## src/hdl/pxh_ram.sv

```systemverilog
`default_nettype none
module pxh_ram #(
	parameter int WIDTH = 8,
	parameter int DEPTH = 16,
	localparam int AW = (DEPTH > 1) ? $clog2(DEPTH) : 1
) (
	input  wire logic             clk,
	input  wire logic             wr_en,
	input  wire logic [AW-1:0]    wr_addr,
	input  wire logic [WIDTH-1:0] wr_data,
	input  wire logic             rd_en,
	input  wire logic [AW-1:0]    rd_addr,
	output logic      [WIDTH-1:0] rd_data
);

	logic [WIDTH-1:0] mem [DEPTH];

	// Write port
	always_ff @(posedge clk) begin
		if (wr_en) begin
			mem[wr_addr] <= wr_data;
		end
	end

	// Registered read, held while no read is issued
	always_ff @(posedge clk) begin
		if (rd_en) begin
			rd_data <= mem[rd_addr];
		end
	end

endmodule
`default_nettype wire
```

## config.mk

```make
export PLATFORM = sky130hd
export DESIGN_NAME = pxh_ram
export DESIGN_NICKNAME = d
export VERILOG_FILES = /design/src/hdl/pxh_ram.sv
export SDC_FILE = /design/constraint.sdc
export NUM_CORES = 1
export LEC_CHECK = 0
export BUFFER_PORTS_ARGS = -buffer_cell sky130_fd_sc_hd__buf_2
export CORE_UTILIZATION = 58
export CTS_BUF_LIST = sky130_fd_sc_hd__clkbuf_8
export CTS_CLUSTER_DIAMETER = 80
export CTS_CLUSTER_SIZE = 28
export DETAILED_ROUTE_END_ITERATION = 10
export PLACE_DENSITY = 0.75
export SYNTH_ARGS = -nofsm -noshare
export SYNTH_HDL_FRONTEND = slang
export SYNTH_SLANG_ARGS = --single-unit
```

## constraint.sdc

```tcl
create_clock -name clk -period 1.95 [get_ports clk]
set_input_delay 0 -clock clk [delete_from_list [all_inputs] [get_ports clk]]
set_output_delay 0 -clock clk [all_outputs]
set_load 0.03 [all_outputs]
```

## Word level (Yosys, flattened, before mapping)

Memory sizes are Yosys's and may differ from the RTL's. A register that Yosys moved wholly into a read port is not among the register bits.
Cells that the tools add are included.

- Flip-flop bits (word level): 0
- Memory bits (writable): 128
- Input bits: 19
- Output and inout port bits: 8
- Logic and storage cells: 3
- Memories: 1

Memory list:

| name | words | width | read ports | clocked after Yosys merged registers in | wr ports | RTL line | text |
|---|---|---|---|---|---|---|---|
| mem | 16 | 8 | 1 | 1 | 1 | 16 | `logic [WIDTH-1:0] mem [DEPTH];` |

- Multiplexer cells: 2

Operator list:

| kind | number |
|---|---|
| $mux W1 | 2 |

## Logic depth before layout (Yosys ltp)

- Depth in word-level cells: 2
- Mapped depth: 5
- Gate-level depth less buffers: 3

## Worst setup path before layout

Ideal clock, no wire load.

- Path type: in2reg
- Start point: input port wr_addr[2]
- End point: memory mem[0][0] (enable)
- Library setup time: 0.383 ns
- Data arrival time: 1.110 ns
- Required time: 1.567 ns
- Slack: 0.457 ns
- Cell stages on the path: 2
- Buffers on the path: 0
- Cell sequence: or3b_2 -> nor3_1

RTL lines:

| what | RTL line | text |
|---|---|---|
| from (decl) | 9 | `input wire logic [AW-1:0] wr_addr,` |
| to (decl) | 16 |  |

No word-level cell before the write port.

==> reports/results.txt <==
Non-filler cells, final: 414
Nets: 313
Min Tclk post-route: 1.50 ns
CP Max Fanout: 1
Clock buffer count from CTS: 17
Grt total ovfl: 0
Clock Skews: 0.00748 ns
Synth Register Bits: 136
Crit path DAT: 1.67 ns
Via Count: 2445
Root buffer cell: clkbuf_8
# H-tree levels: 4
Drt first-iter violations: 144
Synth unique cells: 18
Final setup margin: 0.446 ns
Post-CTS sizing: 0
TNS Setup: 0 ns
Gr usage total: 21.2%
Max Fclk: 665 MHz
Number of setup buffers added after CTS: 0
Ratio of final minimum period to clock period: 77.1%
Post-synthesis cell area: 0.00523 mm²
Slowest-stage cell, CP: mux4_2
Mapped Nets: 248
Top Ports: 27
Peak supply drop: 544 µV
Clk sinks: 136
Reg2reg end: rd_data[7]
Layout cells sized above 1: 31.0%
GRT Max-Usage Layer: met2
WL per Instance: 22.3 µm
Initial cell density of the core: 59.9%
Cells after synthesis: 229
Clock Latency Late Sink: 0.42 ns
Initial antenna violation count: 0
Most frequent cells in the layout: 136 x edfxtp_1, 26 x buf_2, 20 x buf_4, 18 x mux4_2, 17 x clkbuf_8
Core area: 0.00872 mm²
Vias per cell: 5.91
Status: completed
Element type at the critical path start: flip-flop
Final setup viols: 0
Register area share after synthesis: 78.1%
Worst Hold Path EP: mem[8][2]
Pre-CTS WS: 0.306 ns
# hold bufs at CTS: 9
GP Congestion: 0.718
First-pass GRT wire length: 14000 µm
Commonest non-fill, non-tap cell in the layout: edfxtp_1
Hold Path Stages: 3
Die height: 96.9 µm
Placed insts: 374
GR Util met2: 33.8%
Max-slew violations: 0
Layout Area Growth over Synthesis: 14.6%
Worst slew margin: 55.7%
Syn_area_per_cell: 22.8 µm²
Reg-to-Reg Start: mem[0][7]
Routed Antenna Nets: 0
GR Util met1: 28.4%
FP Rows: 34
Worst Hold Launch: wr_addr[1]
Die Wd: 96.9 µm
Number of synthesis warnings: 0
Worst-Margin Slew: 0.663 ns
Req. time, crit path: 2.11 ns
DRC violation count after routing: 0
Crit end category: flip-flop
Met3 track demand over resource: 4.77%
Clock buffer depth: 2
Clock-pin slew on the worst setup and hold paths: 0.07 ns
Leakage: 2.02 nW
Antenna diode instance count: 0
R2R depth: 3
Worst Path Class, Setup: reg -> reg
CTS tree: yes
Pre-antenna DRT Iters: 4
Unrepaired setup endpoints after global routing: false
R2R setup slack: 0.45 ns
Vias in the first global route: 2529
CP Cell Sequence: mux4_2 -> a22oi_1 -> nand2_1
Worst min-delay path class: in -> reg
Pin count of the biggest net entering global routing: 21
WL final: 9230 µm
Critical path's largest stage delay: 0.48 ns
Port bufs: 26
Die ar.: 0.00940 mm²
Final hold violations: 0
PwrDens: 919 mW/mm²
Max_cap viols: 0
-- worst max-delay path by stage --
stage,startpoint,end,depth (start not counted)
6_report,mem[0][7],rd_data[7],3
5_1_grt,mem[0][0],rd_data[0],3
4_1_cts,mem[0][7],rd_data[7],3
3_3_place_gp,rd_addr[0],rd_data[5],5
3_5_place_dp,rd_addr[0],rd_data[0],5
2_1_floorplan,wr_addr[2],mem[0][0],2
-- layer usage --
| layer | vias up | share of wire [%] |
|---|---|---|
| met5 | - | 0 |
| met4 | 0 | 1.1 |
| met3 | 8 | 6.1 |
| met2 | 87 | 50 |
| met1 | 1241 | 42 |
| li1 | 1109 | - |
-- worst max-delay path: cells and delay by family, from the launching register on --
family             cells  cell delay (ns)
AOI/OAI and AO/OA      1             0.29
DFF                    1             0.40
and+or+nand+nor        1             0.09
muxes                  1             0.48
-- logic make-up after synthesis --
| group | Yosys count | share of synthesized area [%] |
|---|---|---|
| buf+inv | 10 | 1.65 |
| compound gates | 16 | 2.30 |
| simple gates | 35 | 3.14 |
| mux | 32 | 14.8 |
| flops | 136 | 78.1 |
-- state kept, by name, indices dropped and copies added (netlist names) --
| register | flops |
|---|---|
| mem | 128 |
| rd_data | 8 |
-- synthesized netlist by cell type, drive strengths merged --
cell type | number | area, µm²
buf | 7 | 56.3
clkdlybuf4s25 | 3 | 30.0
nand2b | 2 | 12.5
or3b | 1 | 8.76
nand3b | 2 | 15.0
nor2b | 1 | 6.26
nor2 | 13 | 48.8
and2b | 1 | 7.51
a22oi | 16 | 120
mux4 | 32 | 773
nand2 | 9 | 33.8
edfxtp | 136 | 4080
nor3 | 4 | 20.0
nand3 | 1 | 5.00
and2 | 1 | 6.26
-- report_power, final --
part	switching (mW)	total (mW)	leakage, nW	internal [mW]
registers	0.0179	3.31	1.24	3.29
logic	0.191	0.331	0.626	0.141
clock network	1.01	1.86	0.154	0.850
total	1.22	5.50	2.02	4.28
-- area by class of cell --
type | count | area, µm²
clock buffers | 17 | 234
fillers | 535 | 2730
clock inverters | 14 | 87.6
well taps | 108 | 135
multi-input cells | 83 | 1060
repair buffers | 56 | 390
flip-flops and latches | 136 | 4080
-- per-stage QoR --
stage / hold slack (ns) / util [%] / instance area, µm² / power (mW)
after floorplan: 0.0989 / - / 5230 / 3.56
after global placement: 0.365 / 63.9 / 5580 / 3.68
after detailed placement: 0.372 / 63.9 / 5580 / 3.70
after CTS: 0.123 / 68.7 / 5990 / 5.54
after global routing: 0.143 / 68.7 / 5990 / 5.68
final: 0.152 / 68.7 / 5990 / 5.50
Power figures use the tool's default switching activity.
